--- config.mk ---
export PLATFORM = sky130hd
export DESIGN_NAME = psd_div_stage
export DESIGN_NICKNAME = d
export VERILOG_FILES = /design/src/sv/psd_pkg.sv /design/src/sv/psd_div_stage.sv
export SDC_FILE = /design/constraint.sdc
export NUM_CORES = 1
export LEC_CHECK = 0
export ABC_AREA = 1
export BUFFER_PORTS_ARGS = -buffer_cell sky130_fd_sc_hd__buf_2
export CAP_MARGIN = 0
export CORE_AREA = 3 3 222 224
export DETAILED_ROUTE_END_ITERATION = 8
export DIE_AREA = 0 0 225 227
export PLACE_DENSITY = 0.6
export SLEW_MARGIN = 20
export SYNTH_ARGS = -nofsm -noshare
export SYNTH_HDL_FRONTEND = slang
export SYNTH_SLANG_ARGS = --single-unit
--- constraint.sdc ---
create_clock -name clk_i -period 2.2 [get_ports clk_i]
set_input_delay 0.22 -clock clk_i [delete_from_list [all_inputs] [get_ports clk_i]]
set_output_delay 0.22 -clock clk_i [all_outputs]
set_load 0.02 [all_outputs]
--- src/sv/psd_pkg.sv ---
`timescale 1ns / 1ps
// Shared types and constants for the point-to-segment distance core.
// No dependencies; imported by every module of the block.
package psd_pkg;

  // Widths of the internal datapath
  localparam int unsigned CoordW = 32;
  localparam int unsigned DiffW  = CoordW + 1;       // P-A and B-A
  localparam int unsigned LenW   = 2 * DiffW;        // |B-A|^2 and dot product
  localparam int unsigned TW     = 17;               // t in Q1.16, 65536 = 1.0
  localparam int unsigned QW     = TW - 1;           // quotient bits of the divider
  localparam int unsigned RootW  = 36;               // floor sqrt result bits
  localparam int unsigned RadW   = 2 * RootW;        // radicand bits
  localparam int unsigned RemW   = RootW + 4;        // sqrt partial remainder
  localparam int unsigned DistW  = 33;

  // Fraction bits of the coordinates and the degenerate-segment threshold
  localparam int unsigned      FracBits = 16;
  localparam logic [LenW-1:0] EpsRaw   = LenW'((64'd1 << (2 * FracBits)) / 64'd10000);
  localparam logic [TW-1:0]   TOne     = TW'(1) << QW;

  // How t is chosen for an item
  typedef enum logic [1:0] {
    TSEL_ZERO,
    TSEL_ONE,
    TSEL_DIV
  } tsel_e;

  // Word carried through the divider stages
  typedef struct packed {
    logic [LenW-1:0]        rem;
    logic [LenW-1:0]        len;
    logic [QW-1:0]          q;
    tsel_e                  mode;
    logic signed [DiffW-1:0] vx;
    logic signed [DiffW-1:0] vy;
    logic signed [DiffW-1:0] dx;
    logic signed [DiffW-1:0] dy;
  } div_t;

  // Word carried through the square-root stages
  typedef struct packed {
    logic [RadW-1:0]  rad;
    logic [RemW-1:0]  rem;
    logic [RootW-1:0] root;
    logic [TW-1:0]    t;
  } sqr_t;

endpackage

--- src/sv/psd_div_stage.sv ---
`timescale 1ns / 1ps
// One restoring-division stage: one quotient bit of dot / |B-A|^2 per stage.
// Depends on psd_pkg.
module psd_div_stage (
  input  logic          clk_i,
  input  logic          rst_ni,
  input  logic          en_i,
  input  logic          valid_i,
  input  psd_pkg::div_t data_i,
  output logic          valid_o,
  output psd_pkg::div_t data_o
);
  import psd_pkg::*;

  logic [LenW-1:0] sh;
  div_t            data_d, data_q;
  logic            valid_q;

  // Shift, trial subtract, record quotient bit
  always_comb begin
    sh     = {data_i.rem[LenW-2:0], 1'b0};
    data_d = data_i;
    if (sh >= data_i.len) begin
      data_d.rem = sh - data_i.len;
      data_d.q   = {data_i.q[QW-2:0], 1'b1};
    end else begin
      data_d.rem = sh;
      data_d.q   = {data_i.q[QW-2:0], 1'b0};
    end
  end

  always_ff @(posedge clk_i or negedge rst_ni) begin
    if (!rst_ni) begin
      valid_q <= 1'b0;
    end else if (en_i) begin
      valid_q <= valid_i;
    end
  end

  always_ff @(posedge clk_i) begin
    if (en_i) begin
      data_q <= data_d;
    end
  end

  assign valid_o = valid_q;
  assign data_o  = data_q;

endmodule

==> results of run 1 <==
-- worst max path at each step --
stage / startpoint / endpoint / slack, ps
after global routing: data_i[203] / data_o[229]$_DFFE_PP_ / -6
after global placement: data_i[185] / data_o[255]$_DFFE_PP_ / -620
after CTS: data_i[185] / data_o[234]$_DFFE_PP_ / 10
final: data_i[201] / data_o[236]$_DFFE_PP_ / 100
after floorplan: data_i[179] / data_o[273]$_DFFE_PP_ / 100
after detailed placement: data_i[184] / data_o[255]$_DFFE_PP_ / -620
-- logic make-up (layout without fill, tap and decap cells) --
logic type,count (synthesis),after routing,share of synthesized area
multiplexers,1,1,0.000734
XOR/XNOR,33,33,0.0188
buffers and inverters,331,1560,0.0857
AND/OR/NAND/NOR,915,915,0.244
adder cells (fa/ha/maj),67,67,0.0551
AO/OA/AOI/OAI,120,120,0.0418
other,0,5,0
flip-flops,283,283,0.553
-- through the flow --
step / std cells / setup TNS, ps
final: 3599 / 0
after global routing: 3599 / -5.71
after CTS: 3594 / 0
after detailed placement: 3273 / -35030
after global placement: 3273 / -35330
after floorplan: 1750 / 0
-- cell type report --
| cell class | count | area [µm²] |
|---|---|---|
| Fill cell | 4360 | 22100 |
| Sequential cell | 283 | 8490 |
| Timing Repair Buffer | 1182 | 8270 |
| Multi-Input combinational cell | 1136 | 5570 |
| Inverter | 317 | 1190 |
| Clock buffer | 47 | 931 |
| Tap cell | 615 | 769 |
| Clock inverter | 14 | 191 |
| Antenna cell | 5 | 12.5 |
-- cells in the final DEF, fill, tap and decap left out, types with 12 or more instances in the layout --
cell type | synthesis | routed
inv_1 | 310 | 310
nand2_2 | 15 | 16
o21ai_0 | 29 | 28
nand3_1 | 79 | 78
o21bai_1 | 12 | 12
clkbuf_16 | 0 | 35
ha_1 | 66 | 66
buf_4 | 3 | 343
buf_2 | 4 | 565
xor2_1 | 30 | 30
nand2_1 | 642 | 641
buf_12 | 0 | 12
nor3_1 | 16 | 14
nand3b_1 | 15 | 15
nand4_1 | 15 | 15
edfxtp_1 | 282 | 282
a21oi_1 | 75 | 74
dlygate4sd3_1 | 0 | 260
nor2_1 | 114 | 113
-- repair_timing --
item,in CTS,in global routing
pin swaps,0,1
gates resized for setup,1,8
endpoints found under the setup margin,2,65
hold endpoints to repair,259,0
hold buffers,260,0
-- power by group through the flow --
stage          Combinational (mW)  Clock [mW]  Sequential, mW
2_1_floorplan                1.46           0            7.46
4_1_cts                      4.94        5.88            6.73
5_1_grt                      5.34        6.10            6.77
6_report                     4.93        5.78            6.73
3_5_place_dp                 4.54           0            6.82
3_3_place_gp                 4.52           0            6.83
-- sequential cells by signal, indices dropped and copies added, names as in the netlist --
| signal | cells |
|---|---|
| data_o | 282 |
| valid_o | 1 |
-- layer usage --
layer  track usage  part of all wire
met2         0.488              0.50
met4         0.111             0.045
met5             0           0.00080
met1         0.320              0.40
met3        0.0495             0.057
==> flow_summary.yaml, run 1 <==
floorplanning:
  start_util: 0.323
  coreArea_um2: 47500
  die_x_um: 225
  die-area_um2: 51100
  die_h_um: 227
  io_pins: 569
  row_count: 80
logic_synthesis:
  syn_avg_cell_area_um2: 8.77
  synthTopCellsByCount: "nand2_1 (642), inv_1 (310), edfxtp_1 (282), nor2_1 (114), nand3_1 (79)"
  synth_area_leaders: "edfxtp_1 (55%), nand2_1 (16%), inv_1 (7.6%)"
  synth_fp_nets: 2103
  synth_top_area_cell: "edfxtp_1"
  synth_flop_cell: "edfxtp_1"
  netlist_instances: 1750
  synth.most_common_cell: "nand2_1"
  synth_seq_cells: 283
  synth.top_cell.area_share: 0.552
  yosys_warnings: 0
  synth_seq_area_share: 0.553
  syn-cell-area_um2: 15300
  ys_async_sr_fraction: 0.00353
  synth-edff-count: 282
  synthDistinctLibCells: 35
routing:
  vias: 16200
  drcViolationCount: 0
  drtAntennaViolNets: 0
  drtPass1Iterations: 5
  drt_iter0_markers: 927
  via_per_inst: 4.50
  wl_um: 71600
  drt-wirelength-per-cell_um: 19.9
global_route:
  grt_overflow: 0
  gr-usage-all-layers: 0.271
  grt_pass1_vias: 17000
  grt_max_degree: 64
  antenna_found_initial: 10
  grt_pass1_wl_um: 103000
clocking:
  cts_root_buffer: "clkbuf_16"
  insertion_delay_ps: 550
  tritoncts: "built"
  htreeDepth: 2
  cts_buffers: 35
  clockBufferDepth: 3
  cts_setup_buffers: 0
  clkTransAtPathRegs_ps: 60
  cts_sinks: 283
timing:
  clock-skew-final_ps: 0
  fmax_mhz: 475
  max_slew_margin: 0.656
  drv_slew: 0
  hold_viol: 0
  worst_slew_pin_slew_ps: 510
  fin_crit_sh: 0.956
  finalSetupViolCount: 0
  holdWs_ps: 25.7
  rsz0062_at_grt: "yes"
  fin_crit_ps: 2100
  setup_ws_ps: 95.9
setup_path:
  cp-start-kind: "input port"
  reg2reg_slack_ps: 1450
  cp.depth: 13
  cp_top_family: "simple AND/OR/NAND/NOR gates"
  crit_fanout: 16
  worstPathCellList: "buf_2 -> inv_1 -> ha_1 -> a21oi_1 -> o21ai_0 -> a21oi_1 -> nor2_1 -> nor3_1 -> nand2_4 -> buf_12 -> buf_12 -> nand2_1 -> nand2_1"
  cp_data_arrival_time_ps: 2410
  worst-path-buf-inv: 4
  max_stage_delay_ps: 360
  r2r_start: "valid_o$_DFFE_PN0P_"
  ff2ff_path_depth: 1
  regToRegEndpoint: "valid_o$_DFFE_PN0P_"
  required_ps: 2500
  cp-end-kind: "flop"
  crit_type: "in -> reg"
  crit_slowest_cell: "nor3_1"
power:
  pwr_density_cell_nw_per_um2: 686
  combPwrFrac: 0.283
  sw_frac_of_total: 0.308
  peakVddDrop_v: 0.000518
  seqPwrFrac: 0.386
  switchingPower_mw: 5.37
  internal-power_mw: 12.1
  p_leak_nw: 13.0
  clockPowerShare: 0.331
  power_mw: 17.4
run_status:
  outcome: "finished, final reports clean"
placed_design:
  post_dp_cell_area_um2: 21700
  pre_cts_ws_ps: -621
  gp_congestion: 0.926
  dp_hpwl_um: 57400
  io_buffer_count: 566
layout:
  syn_to_final_growth_pct: 65.7
  fin_util: 0.535
  drive_gt1_frac: 0.339
  nets: 3308
  postLayoutCellArea_um2: 25400
worst_hold_path:
  hp-class: "in -> reg"
  hp-start: "data_i[185]"
  holdPathStages: 2
  hold_end: "data_o[185]$_DFFE_PP_"
run:
  maxCapViolCount: 0
No activity file was read; power rests on OpenSTA's default activity.
==> run 2, diff against run 1 <==
Settings changed: ABC_AREA 1 to default, CORE_AREA 3 3 222 224 to 3 3 221 223, DIE_AREA 0 0 225 227 to 0 0 224 226, PLACE_DENSITY 0.6 to 0.48.
==> run 2 against run 1 <==
The flow now finishes with violations (negative setup slack). Flip-flop and latch count unchanged. Register-to-register slack about the same. Critical path depth increased by 3. Hold slack about the same. Sequential share of layout area increased by 0.89 points. First-iteration DRC count decreased by 35%. Setup slack got worse by 510 ps. Clock skew unchanged. Cell count decreased by 19%. Maximum frequency decreased by 19%. Critical endpoint is now data_o[278]$_DFFE_PP_. Largest cell class unchanged. Highest routed layer unchanged.
==> flow_summary.yaml, run 2 <==
power:
  combPwrFrac: 0.293
  peakVddDrop_v: 0.000571
  internal-power_mw: 12.5
  switchingPower_mw: 5.22
  p_leak_nw: 11.0
  seqPwrFrac: 0.378
  sw_frac_of_total: 0.295
  pwr_density_cell_nw_per_um2: 714
  clockPowerShare: 0.329
setup_path:
  required_ps: 2480
  crit_type: "in -> reg"
  cp-end-kind: "flop"
  crit_fanout: 8
  cp_data_arrival_time_ps: 2890
  reg2reg_slack_ps: 1460
  cp-start-kind: "input port"
logic_synthesis:
  yosys_warnings: 0
  synth.most_common_cell: "edfxtp_1"
  synth_seq_cells: 283
  synth.top_cell.area_share: 0.625
  synth_seq_area_share: 0.627
  ys_async_sr_fraction: 0.00353
  syn-cell-area_um2: 13500
  synth_flop_cell: "edfxtp_1"
  synthTopCellsByCount: "edfxtp_1 (282), a21oi_1 (144), nor2_1 (96), inv_1 (89), nand2_1 (80)"
  syn_avg_cell_area_um2: 12.1
  synth_fp_nets: 1471
  synthDistinctLibCells: 63
  synth-edff-count: 282
  synth_area_leaders: "edfxtp_1 (63%), ha_1 (6.1%), a21oi_1 (5.3%)"
  netlist_instances: 1118
  synth_top_area_cell: "edfxtp_1"
timing:
  max_slew_margin: 0.648
  worst_slew_pin_slew_ps: 523
  setup_ws_ps: -410
  fin_crit_sh: 1.19
  rsz0062_at_grt: "yes"
  fmax_mhz: 383
  hold_viol: 0
  clock-skew-final_ps: 0
  finalSetupViolCount: 67
  drv_slew: 0
  fin_crit_ps: 2610
run_status:
  violations: "negative setup slack"
  outcome: "complete, but fails checks"
routing:
  drtPass1Iterations: 5
  vias: 13400
  drtAntennaViolNets: 0
  wl_um: 59000
  drcViolationCount: 0
  drt-wirelength-per-cell_um: 20.2
  via_per_inst: 4.58
  drt_iter0_markers: 606
floorplanning:
  io_pins: 569
  die_x_um: 224
  coreArea_um2: 46800
  start_util: 0.290
  die_h_um: 226
  row_count: 79
  die-area_um2: 50600
clocking:
  insertion_delay_ps: 530
  cts_root_buffer: "clkbuf_16"
  htreeDepth: 2
  cts_sinks: 283
  tritoncts: "built"
  clkTransAtPathRegs_ps: 50
  clockBufferDepth: 3
  cts_buffers: 35
global_route:
  antenna_found_initial: 11
  grt_overflow: 0
  gr-usage-all-layers: 0.222
  grt_pass1_vias: 14200
  grt_max_degree: 55
  grt_pass1_wl_um: 84600
layout:
  drive_gt1_frac: 0.513
  nets: 2644
  mostFrequentLayoutCells: "buf_2 (555), buf_4 (354), edfxtp_1 (282)"
  postLayoutCellArea_um2: 24800
  instances_no_fill: 2926
  final_common_cell: "buf_2"
  fill_cells: 4162
  largest_reg_flops: 282
  fin_util: 0.530
  syn_to_final_growth_pct: 82.8
placed_design:
  pre_cts_ws_ps: -1460
  io_buffer_count: 566
  post_dp_cell_area_um2: 19800
  gp_congestion: 0.825
  dp.cells: 2590
  dp_hpwl_um: 44800
run:
  maxCapViolCount: 0
worst_hold_path:
  hp-class: "in -> reg"
[run 2: cell types whose count changed in the layout (fill, tap and decap cells not counted), moves of 27 or more]
cell / delta
xnor2_1: +27
inv_1: -232
nand3_1: -62
ha_1: -27
a21oi_2: +40
nor2_1: -44
a21o_1: +32
dlygate4sd3_1: -39
nand2_1: -569
[run 2: area by class of cell]
class                      count  area [µm²]  share of cell area
timing repair buffer        1176        8390               0.339
clock inverter                20         249              0.0101
sequential                   283        8490               0.343
clock buffer                  40         895              0.0361
inverter                      90         360              0.0146
tap                          607         759              0.0307
antenna                        5        12.5            0.000505
multi-input combinational    705        5600               0.226
[run 2: worst paths after layout]
| path | cells past startpoint | from | to |
|---|---|---|---|
| hold / removal | 2 | data_i[212] | data_o[212]$_DFFE_PP_ |
| max in group asynchronous | 3 | rst_ni | valid_o$_DFFE_PN0P_ |
| hold reg to reg | 1 | valid_o$_DFFE_PN0P_ | valid_o$_DFFE_PN0P_ |
| setup / recovery | 16 | data_i[226] | data_o[278]$_DFFE_PP_ |
| min in group asynchronous | 3 | rst_ni | valid_o$_DFFE_PN0P_ |
| setup reg to reg | 1 | valid_o$_DFFE_PN0P_ | valid_o$_DFFE_PN0P_ |
[run 2: per-layer routing]
| layer | vias up | share of wire | global-route usage | wire length (µm) |
|---|---|---|---|---|
| met3 | 113 | 0.066 | 0.0577 | 3890 |
| met4 | 12 | 0.042 | 0.0964 | 2480 |
| met1 | 6357 | 0.38 | 0.248 | 22400 |
| li1 | 6492 | - | - | - |
| met2 | 423 | 0.51 | 0.400 | 30100 |
| met5 | - | 0.0013 | 0 | 78 |
[run 2: metrics by stage]
step	setup TNS (ps)	total power, mW	hold WS [ps]
after floorplan	-33680	8.82	-75.6
after global placement	-82740	11.0	-3.32
after detailed placement	-84200	11.0	-3.48
after CTS	-27380	17.7	1.06
after global routing	-26830	18.5	7.30
final	-20540	17.7	25.4
[run 2: repair_timing]
item / in CTS / in global routing
hold buffers: 221 / 0
resized for setup: 129 / 122
hold endpoints to repair: 220 / 0
pin swaps: 43 / 50
setup buffers: 37 / 16
gates cloned: 5 / 1
setup endpoints to repair: 67 / 67
[run 2: logic make-up after synthesis]
family                   after synthesis  synth area share
AO/OA/AOI/OAI                        301             0.135
flip-flops                           283             0.627
XOR/XNOR                              58            0.0375
AND/OR/NAND/NOR                      270            0.0920
buffers and inverters                130            0.0387
adder cells (fa/ha/maj)               67            0.0624
multiplexers                           9           0.00730
[run 2: power groups by stage]
stage               registers, mW  logic (mW)  clock network [mW]
floorplan                    7.45        1.37                   0
global placement             6.77        4.24                   0
detailed placement           6.78        4.25                   0
CTS                          6.68        5.01                6.01
global route                 6.71        5.54                6.23
finish                       6.68        5.18                5.82
[run 2: critical path: stages]
cell,delay [ps]
buf_8,100
ha_4,280
nand2_2,60
or4_4,510
a21o_1,220
a21oi_4,170
o211ai_1,100
buf_4,160
nand4_4,90
o21ai_4,60
o31a_1,280
inv_4,130
buf_12,180
buf_12,160
buf_6,110
a21oi_2,50
