### config.mk
export PLATFORM = sky130hd
export DESIGN_NAME = psd_sqrt_stage
export DESIGN_NICKNAME = d
export VERILOG_FILES = /design/src/sv/psd_pkg.sv /design/src/sv/psd_sqrt_stage.sv
export SDC_FILE = /design/constraint.sdc
export NUM_CORES = 1
export LEC_CHECK = 0
export BUFFER_PORTS_ARGS = -buffer_cell sky130_fd_sc_hd__buf_2
export CORE_MARGIN = 8
export CORE_UTILIZATION = 48
export DETAILED_ROUTE_END_ITERATION = 7
export PLACE_DENSITY = 0.81
export SYNTH_ARGS = -nofsm -noshare
export SYNTH_HDL_FRONTEND = slang
export SYNTH_SLANG_ARGS = --single-unit
export TNS_END_PERCENT = 30
### constraint.sdc
create_clock -name clk_i -period 1.17 [get_ports clk_i]
set_clock_uncertainty 0.2 [all_clocks]
set_input_delay 0.234 -clock clk_i [delete_from_list [all_inputs] [get_ports clk_i]]
set_output_delay 0.234 -clock clk_i [all_outputs]
set_load 0.05 [all_outputs]
### src/sv/psd_pkg.sv
`timescale 1ns / 1ps
// Shared types and constants for the point-to-segment distance core.
// No dependencies; imported by every module of the block.
package psd_pkg;

  // Widths of the internal datapath
  localparam int unsigned CoordW = 32;
  localparam int unsigned DiffW  = CoordW + 1;       // P-A and B-A
  localparam int unsigned LenW   = 2 * DiffW;        // |B-A|^2 and dot product
  localparam int unsigned TW     = 17;               // t in Q1.16, 65536 = 1.0
  localparam int unsigned QW     = TW - 1;           // quotient bits of the divider
  localparam int unsigned RootW  = 36;               // floor sqrt result bits
  localparam int unsigned RadW   = 2 * RootW;        // radicand bits
  localparam int unsigned RemW   = RootW + 4;        // sqrt partial remainder
  localparam int unsigned DistW  = 33;

  // Fraction bits of the coordinates and the degenerate-segment threshold
  localparam int unsigned      FracBits = 16;
  localparam logic [LenW-1:0] EpsRaw   = LenW'((64'd1 << (2 * FracBits)) / 64'd10000);
  localparam logic [TW-1:0]   TOne     = TW'(1) << QW;

  // How t is chosen for an item
  typedef enum logic [1:0] {
    TSEL_ZERO,
    TSEL_ONE,
    TSEL_DIV
  } tsel_e;

  // Word carried through the divider stages
  typedef struct packed {
    logic [LenW-1:0]        rem;
    logic [LenW-1:0]        len;
    logic [QW-1:0]          q;
    tsel_e                  mode;
    logic signed [DiffW-1:0] vx;
    logic signed [DiffW-1:0] vy;
    logic signed [DiffW-1:0] dx;
    logic signed [DiffW-1:0] dy;
  } div_t;

  // Word carried through the square-root stages
  typedef struct packed {
    logic [RadW-1:0]  rad;
    logic [RemW-1:0]  rem;
    logic [RootW-1:0] root;
    logic [TW-1:0]    t;
  } sqr_t;

endpackage

### src/sv/psd_sqrt_stage.sv
`timescale 1ns / 1ps
// One digit-by-digit square-root stage: one root bit per stage.
// Depends on psd_pkg.
module psd_sqrt_stage (
  input  logic          clk_i,
  input  logic          rst_ni,
  input  logic          en_i,
  input  logic          valid_i,
  input  psd_pkg::sqr_t data_i,
  output logic          valid_o,
  output psd_pkg::sqr_t data_o
);
  import psd_pkg::*;

  logic [RemW-1:0] r2, trial;
  sqr_t            data_d, data_q;
  logic            valid_q;

  // Bring down two radicand bits, try root*4+1
  always_comb begin
    r2         = {data_i.rem[RemW-3:0], data_i.rad[RadW-1 -: 2]};
    trial      = {2'b00, data_i.root, 2'b01};
    data_d     = data_i;
    data_d.rad = {data_i.rad[RadW-3:0], 2'b00};
    if (r2 >= trial) begin
      data_d.rem  = r2 - trial;
      data_d.root = {data_i.root[RootW-2:0], 1'b1};
    end else begin
      data_d.rem  = r2;
      data_d.root = {data_i.root[RootW-2:0], 1'b0};
    end
  end

  always_ff @(posedge clk_i or negedge rst_ni) begin
    if (!rst_ni) begin
      valid_q <= 1'b0;
    end else if (en_i) begin
      valid_q <= valid_i;
    end
  end

  always_ff @(posedge clk_i) begin
    if (en_i) begin
      data_q <= data_d;
    end
  end

  assign valid_o = valid_q;
  assign data_o  = data_q;

endmodule

==> impl_metrics.tcl, run 1 <==
set metrics [dict create \
    synth_commonest_cells "edfxtp_1, nand2_1, inv_1, o21ai_0" \
    cts_max_path_buffers 2 \
    hpwl_mm 20.0 \
    tool.error "[ERROR DPL-0038] Utilization greater than 100%, impossible to legalize" \
    io_pins 335 \
    syn_area_um2 7670 \
    die_y_um 142 \
    cts_root_buf "clkbuf_16" \
    cts_buffers 17 \
    yosys-top-cells-area "edfxtp_1, ha_1, nand2_1" \
    synthDistinctLibCells 63 \
    io_buffer_count 330 \
    cts_max_level 4 \
    stop_stage "global routing" \
    synth_largest_area_cell "edfxtp_1" \
    row_count 46 \
    synth_enable_flop_cells 163 \
    grt-worst-endpoint "data_o[90]$_DFFE_PP_/D" \
    dp_cells 1259 \
    syn_area_per_cell_um2 12.9 \
    async_flop_share_pct 0.610 \
    yosysMostFrequentCell "edfxtp_1" \
    yosysTopAreaCellShare_pct 63.8 \
    postSynthCellCount 597 \
    synth-main-ff-cell "edfxtp_1" \
    seq_area_frac_synth_pct 64.1 \
    endpoint_type "register data pin" \
    cts_num_sinks 164 \
    die_w_um 142 \
    grt_max_degree 38 \
    dpl_cell_area_um2 10700 \
    initial_utilization_pct 48.7 \
    status "did not finish" \
    gp_congestion 0.881 \
    ys_warn_count 0 \
    synth_seq_cells 164 \
]
[per-stage QoR]
step	setup slack (ns)	util (%)	TNS, ns
CTS	-1.25	94.4	-91.75
global placement	-1.90	67.6	-75.15
floorplan	-1.48	-	-56.90
detailed placement	-1.90	67.6	-77.15
[repair_timing]
item	in CTS
hold endpoints to repair	162
gates cloned	6
buffers inserted	34
hold buffers	159
pin swaps	67
resized for setup	503
endpoints found under the setup margin	205
[cells by family after synthesis]
logic type	synth area share, %
flops	64.1
buf+inv	3.64
compound gates	12.9
other cells	0.0489
mux	0.571
fa+ha+maj	6.20
simple gates	8.06
xor+xnor	4.45
==> run 2, diff against run 1 <==
--- a/config.mk
+++ b/config.mk
@@ -7,9 +7,9 @@
 export LEC_CHECK = 0
 export BUFFER_PORTS_ARGS = -buffer_cell sky130_fd_sc_hd__buf_2
 export CORE_MARGIN = 8
-export CORE_UTILIZATION = 48
+export CORE_UTILIZATION = 35
 export DETAILED_ROUTE_END_ITERATION = 7
-export PLACE_DENSITY = 0.81
+export PLACE_DENSITY_LB_ADDON = 0.15
 export SYNTH_ARGS = -nofsm -noshare
 export SYNTH_HDL_FRONTEND = slang
 export SYNTH_SLANG_ARGS = --single-unit
==> run 2 against run 1 <==
Net effect:
- the flow now finishes, with violations (negative setup slack)
- synthesized cell count did not move
- synthesized area did not move
==> impl_metrics.tcl, run 2 <==
set metrics [dict create \
    status "finished with violations" \
    violations "negative setup slack" \
    async_flop_share_pct 0.610 \
    cap_violations 0 \
    critPathTopFamily "simple AND/OR/NAND/NOR gates" \
    hpwl_mm 20.6 \
    io_buffer_count 330 \
    path_clk_slew_ns 0.07 \
    final_cell_mix "buf_6, edfxtp_1, buf_4" \
    largest_register_ff_count 163 \
    place_ws_ns -1.89 \
    cp.depth 11 \
    hp-class "input port to flip-flop" \
    r2r_start "valid_o$_DFFE_PN0P_" \
    startpoint_type "input port" \
    pwr_density_cell_nw_per_um2 1350 \
    fmax_mhz 402 \
    grt_overflow 0 \
    final_cell_area_um2 15400 \
    drtAntennaViolNets 0 \
    grt_pass1_wl_mm 45.9 \
    maxSlewViolCount 0 \
    final_hold_viol_count 0 \
    postSynthCellCount 597 \
    dr.pass1.iters 4 \
    drt_iter0_drc 329 \
    fin_hold_ws_ns 0.00294 \
    worst_path_max_delay_cell "or4b_4" \
    fin_crit_sh_pct 212 \
    cp.arrival_ns 2.46 \
    initial_utilization_pct 35.4 \
    rr_endpoint "valid_o$_DFFE_PN0P_" \
    synth-main-ff-cell "edfxtp_1" \
    cts_num_sinks 164 \
    yosysTopAreaCellShare_pct 63.8 \
    via_per_inst 4.75 \
    dp_cells 1346 \
    grt_max_degree 27 \
    ys_warn_count 0 \
    die_y_um 164 \
    row_count 54 \
    drc 0 \
    gp_congestion 0.863 \
    synth_seq_cells 164 \
    drive_gt1_share_pct 53.7 \
    regToRegSetupSlack_ns 0.20 \
    io_pins 335 \
    endpoint_kind "flip-flop" \
    crit_buf_inv 1 \
    coreArea_um2 21700 \
    area_growth_pct 101 \
    cts_root_buf "clkbuf_16" \
    synthDistinctLibCells 63 \
    synth_largest_area_cell "edfxtp_1" \
    cts_buffers 17 \
    cp-startpoint "data_i[61]" \
    crit_required_ns 1.15 \
    dpl_cell_area_um2 11000 \
    clk_latency_ns 0.43 \
    cts_max_level 4 \
    yosys-top-cells-area "edfxtp_1, ha_1, nand2_1" \
    layout_commonest_cell "buf_6" \
    cp_max_fo 4 \
    routedWlPerCell_um 19.7 \
    vias 7454 \
    grt_pass1_vias 8111 \
    syn_area_per_cell_um2 12.9 \
    setup_viol 205 \
    endpoint "data_o[90]$_DFFE_PP_" \
    syn_area_um2 7670 \
    synth_enable_flop_cells 163 \
    cts_max_path_buffers 2 \
    yosysMostFrequentCell "edfxtp_1" \
    rsz0062_at_grt "yes" \
    seq_area_frac_synth_pct 64.1 \
    dieArea_um2 26900 \
    wl_mm 30.9 \
    totalPowerFinal_mw 20.9 \
    synth_commonest_cells "edfxtp_1, nand2_1, inv_1, o21ai_0" \
    antenna_found_initial 1 \
    n_antenna_cell 0 \
    cts_tree "built" \
    vdd_drop_max_mv 0.906 \
    die_w_um 164 \
    path_class "input port to flip-flop" \
    instances_no_fill 1568 \
    grt_use_total_pct 22.4 \
    nets 1482 \
    worst_slack_ns -1.32 \
    p_leak_nw 6.69 \
    finalCriticalPeriod_ns 2.49 \
    r2r_cells 1 \
    path_cells "buf_8 -> ha_4 -> a41o_1 -> a221oi_2 -> nor3b_4 -> a2111oi_4 -> or4b_4 -> nand2_4 -> o41ai_4 -> xnor2_1 -> o21ai_1" \
    max_stage_delay_ns 0.51 \
]
run 2: power by group:
group          leakage [nW]  internal [mW]  switching [mW]
combinational          4.82           3.48            4.35
sequential             1.61           7.21           0.300
clock                 0.267           2.83            2.69
run 2: timing repair:
item	in CTS	in global routing
setup buffers	24	7
cloned	7	0
setup endpoints to repair	205	205
gates resized for setup	506	45
hold buffers	156	0
endpoints found under the hold margin	155	0
pin swaps	75	35
run 2: cell type report:
| type | count | area [um^2] |
|---|---|---|
| clock buffers | 18 | 429 |
| clock inverters | 14 | 143 |
| fillers | 1459 | 6270 |
| inverters | 47 | 204 |
| multi-input cells | 367 | 3250 |
| flip-flops and latches | 164 | 4920 |
| well taps | 280 | 350 |
| repair buffers | 678 | 6120 |
run 2: kinds of logic (layout without fill, tap and decap cells):
kind of cell / count (synthesis) / count (layout) / share of synthesized area, %
AOI/OAI and AO/OA: 153 / 153 / 12.9
xor gates and xnor gates: 39 / 39 / 4.45
muxes: 4 / 4 / 0.571
other: 1 / 2 / 0.0489
and+or+nand+nor: 131 / 131 / 8.06
buffers and inverters: 67 / 757 / 3.64
DFF: 164 / 164 / 64.1
adders and majority gates: 38 / 38 / 6.20
run 2: how the worst min path moves through the flow:
stage / cells after the start / startpoint / to / slack, ns
after CTS: 2 / en_i / data_o[38]$_DFFE_PP_ / 0.002
after floorplan: 0 / rst_ni / valid_o$_DFFE_PN0P_ / -0.26
after detailed placement: 1 / rst_ni / valid_o$_DFFE_PN0P_ / -0.19
final: 4 / data_i[78] / data_o[80]$_DFFE_PP_ / 0.003
after global routing: 4 / data_i[78] / data_o[80]$_DFFE_PP_ / 0.002
after global placement: 1 / rst_ni / valid_o$_DFFE_PN0P_ / -0.19
run 2: tightest hold or removal path, cell delays in order:
cell     delay [ns]
buf_2          0.10
buf_4          0.09
nand2_1        0.05
o21ai_2        0.05
run 2: per-stage QoR:
step | TNS (ns) | utilization [%]
5_1_grt | -98.36 | 71.1
6_report | -88.92 | 71.1
3_5_place_dp | -72.76 | 50.6
4_1_cts | -90.09 | 70.1
2_1_floorplan | -56.90 | -
3_3_place_gp | -71.71 | 50.6
run 2: metal layers:
| layer | track usage [%] | up-vias | wire, um |
|---|---|---|---|
| met5 | 0 | - | 13 |
| met4 | 7.36 | 2 | 656 |
| met3 | 6.14 | 43 | 2440 |
| met2 | 41.4 | 266 | 16300 |
| met1 | 24.1 | 3571 | 11500 |
| li1 | - | 3572 | - |
(Power assumes the default switching activity.)
==> run 3, diff against run 2 <==
--- a/config.mk
+++ b/config.mk
@@ -5,6 +5,7 @@
 export SDC_FILE = /design/constraint.sdc
 export NUM_CORES = 1
 export LEC_CHECK = 0
+export ABC_AREA = 1
 export BUFFER_PORTS_ARGS = -buffer_cell sky130_fd_sc_hd__buf_2
 export CORE_MARGIN = 8
 export CORE_UTILIZATION = 35
==> run 3 against run 2 <==
Net effect:
- register-to-register slack barely moved
- die area rose by 11%
- count of clock-buffer cells in the layout did not move
- maximum frequency rose by 35%
- the flow still finishes with violations (negative setup slack)
- global-route usage fell by 0.27 points
- combinational power fell by 6.6%
- sequential cell count did not move
- clock power rose by 4.2%
- setup slack improved by 0.64 ns
- cell count rose by 26%
- critical path depth rose by 5
- non-clock buffer count fell by 20
==> impl_metrics.tcl, run 3 <==
set metrics [dict create \
    violations "negative setup slack" \
    endpoint_kind "flip-flop" \
    grt_pass1_vias 9298 \
    grt_max_degree 44 \
    setup_viol 205 \
    cts_root_buf "clkbuf_16" \
    largest_register_ff_count 163 \
    r2r_cells 1 \
    vdd_drop_max_mv 0.919 \
    routedWlPerCell_um 17.5 \
    max_stage_delay_ns 0.26 \
    final_hold_viol_count 0 \
    grt_pass1_wl_mm 52.1 \
    path_clk_slew_ns 0.08 \
    initial_utilization_pct 35.6 \
    seq_area_frac_synth_pct 56.9 \
    postSynthCellCount 962 \
    drive_gt1_share_pct 44.1 \
    ys_warn_count 0 \
    rsz0062_at_grt "yes" \
    io_buffer_count 330 \
    syn_area_um2 8640 \
    via_per_inst 4.46 \
    nets 1837 \
    final_cell_area_um2 16100 \
    status "finished with violations" \
    path_cells "buf_8 -> inv_4 -> ha_4 -> buf_6 -> nand2_4 -> nor2_4 -> nand3b_1 -> nor2_1 -> nand3_1 -> nand2_2 -> nor2_4 -> nand2_8 -> inv_8 -> buf_12 -> nand2_1 -> nand2_1" \
    cts_num_sinks 164 \
    dp_cells 1759 \
    grt_use_total_pct 22.1 \
    coreArea_um2 24200 \
    drc 0 \
    row_count 57 \
    yosysTopAreaCellShare_pct 56.7 \
    hpwl_mm 24.9 \
    dieArea_um2 30000 \
    gp_congestion 0.886 \
    cts_buffers 17 \
    layout_commonest_cell "nand2_1" \
    clk_latency_ns 0.43 \
    whs_path_depth 4 \
    cp_max_fo 16 \
    startpoint_type "input port" \
    cts_max_path_buffers 2 \
    final_cell_mix "nand2_1, buf_2, edfxtp_1" \
    synth-main-ff-cell "edfxtp_1" \
    p_leak_nw 7.62 \
    cp.arrival_ns 1.84 \
    path_class "input port to flip-flop" \
    dr.pass1.iters 5 \
    area_growth_pct 86.2 \
    crit_required_ns 1.16 \
    antenna_found_initial 2 \
    fin_crit_sh_pct 158 \
    synth_enable_flop_cells 163 \
    finalCriticalPeriod_ns 1.85 \
    dpl_cell_area_um2 12400 \
    worst_slack_ns -0.677 \
    fin_hold_ws_ns 0.0196 \
    cap_violations 0 \
    yosys-top-cells-area "edfxtp_1, nand2_1, inv_1" \
    io_pins 335 \
    synth_largest_area_cell "edfxtp_1" \
    syn_area_per_cell_um2 8.98 \
    cts_tree "built" \
    die_w_um 173 \
    synthDistinctLibCells 31 \
    die_y_um 173 \
    pwr_density_cell_nw_per_um2 1270 \
    drtAntennaViolNets 0 \
    instances_no_fill 1968 \
    drt_iter0_drc 374 \
    wl_mm 34.4 \
    vias 8771 \
    grt_overflow 0 \
    synth_seq_cells 164 \
    yosysMostFrequentCell "nand2_1" \
    setup_tns_ns -69.43 \
    async_flop_share_pct 0.610 \
    cts_max_level 4 \
    hp-class "input port to flip-flop" \
    maxSlewViolCount 0 \
    fmax_mhz 541 \
    worst_path_max_delay_cell "ha_4" \
    synth_commonest_cells "nand2_1, edfxtp_1, inv_1, nor2_1, nand3_1" \
]
-- run 3: worst max-delay path: cells and delay by family --
family                     cells  cell delay [ns]
adders and majority gates      1             0.26
and+or+nand+nor               10             0.92
buffers and inverters          5             0.41
-- run 3: routing by layer --
metal  part of all wire, %  GRT usage [%]  up-vias
met5                 0.032              0        -
met4                   1.8           5.50        2
met3                   5.3           5.12       40
met2                    53           41.1      266
met1                    40           25.0     4061
li1                      -              -     4402
-- run 3: area by class of cell --
cell class	instances	area, um^2
antenna	1	2.50
clock buffer	18	439
clock inverter	14	153
fill	2001	8160
inverter	163	632
multi-input combinational	626	4030
sequential	164	4920
tap	324	405
timing repair buffer	658	5510
-- run 3: report_power, final --
part           internal [mW]  total [mW]  switching (mW)
Clock                   2.93        5.75            2.81
Combinational           2.99        7.31            4.33
Sequential              7.16        7.43           0.267
Total                   13.1        20.5            7.40
-- run 3: final timing paths --
kind	slack, ns	endpoint	startpoint
max	-0.68	data_o[57]$_DFFE_PP_	data_i[22]
min	0.02	data_o[87]$_DFFE_PP_	data_i[85]
max reg2reg	0.19	valid_o$_DFFE_PN0P_	valid_o$_DFFE_PN0P_
min reg2reg	0.36	valid_o$_DFFE_PN0P_	valid_o$_DFFE_PN0P_
max in group asynchronous	0.23	valid_o$_DFFE_PN0P_	rst_ni
min in group asynchronous	0.44	valid_o$_DFFE_PN0P_	rst_ni
-- run 3: through the flow --
step                      setup WS, ns  util, %  power, mW
final                           -0.677     66.3       20.5
after global routing            -0.776     66.3       21.4
after CTS                       -0.631     64.1       20.2
after detailed placement         -1.32     51.1       13.3
after global placement           -1.28     51.1       13.3
after floorplan                 -0.846        -       11.2
-- run 3: logic make-up after synthesis --
group,Yosys count,share of synthesized area (%)
muxes,1,0.130
and+or+nand+nor,517,24.3
buffers and inverters,173,7.94
other,1,0.0434
adders and majority gates,38,5.50
xor gates and xnor gates,22,2.23
AOI/OAI and AO/OA,46,2.95
DFF,164,56.9
-- run 3: what timing repair did --
action | 4_1_cts | 5_1_grt
hold buffers | 158 | 1
cloned | 2 | 0
pin swaps | 16 | 19
buffers inserted | 12 | 4
endpoints found under the hold margin | 158 | 1
endpoints found under the setup margin | 205 | 205
gates resized for setup | 255 | 230
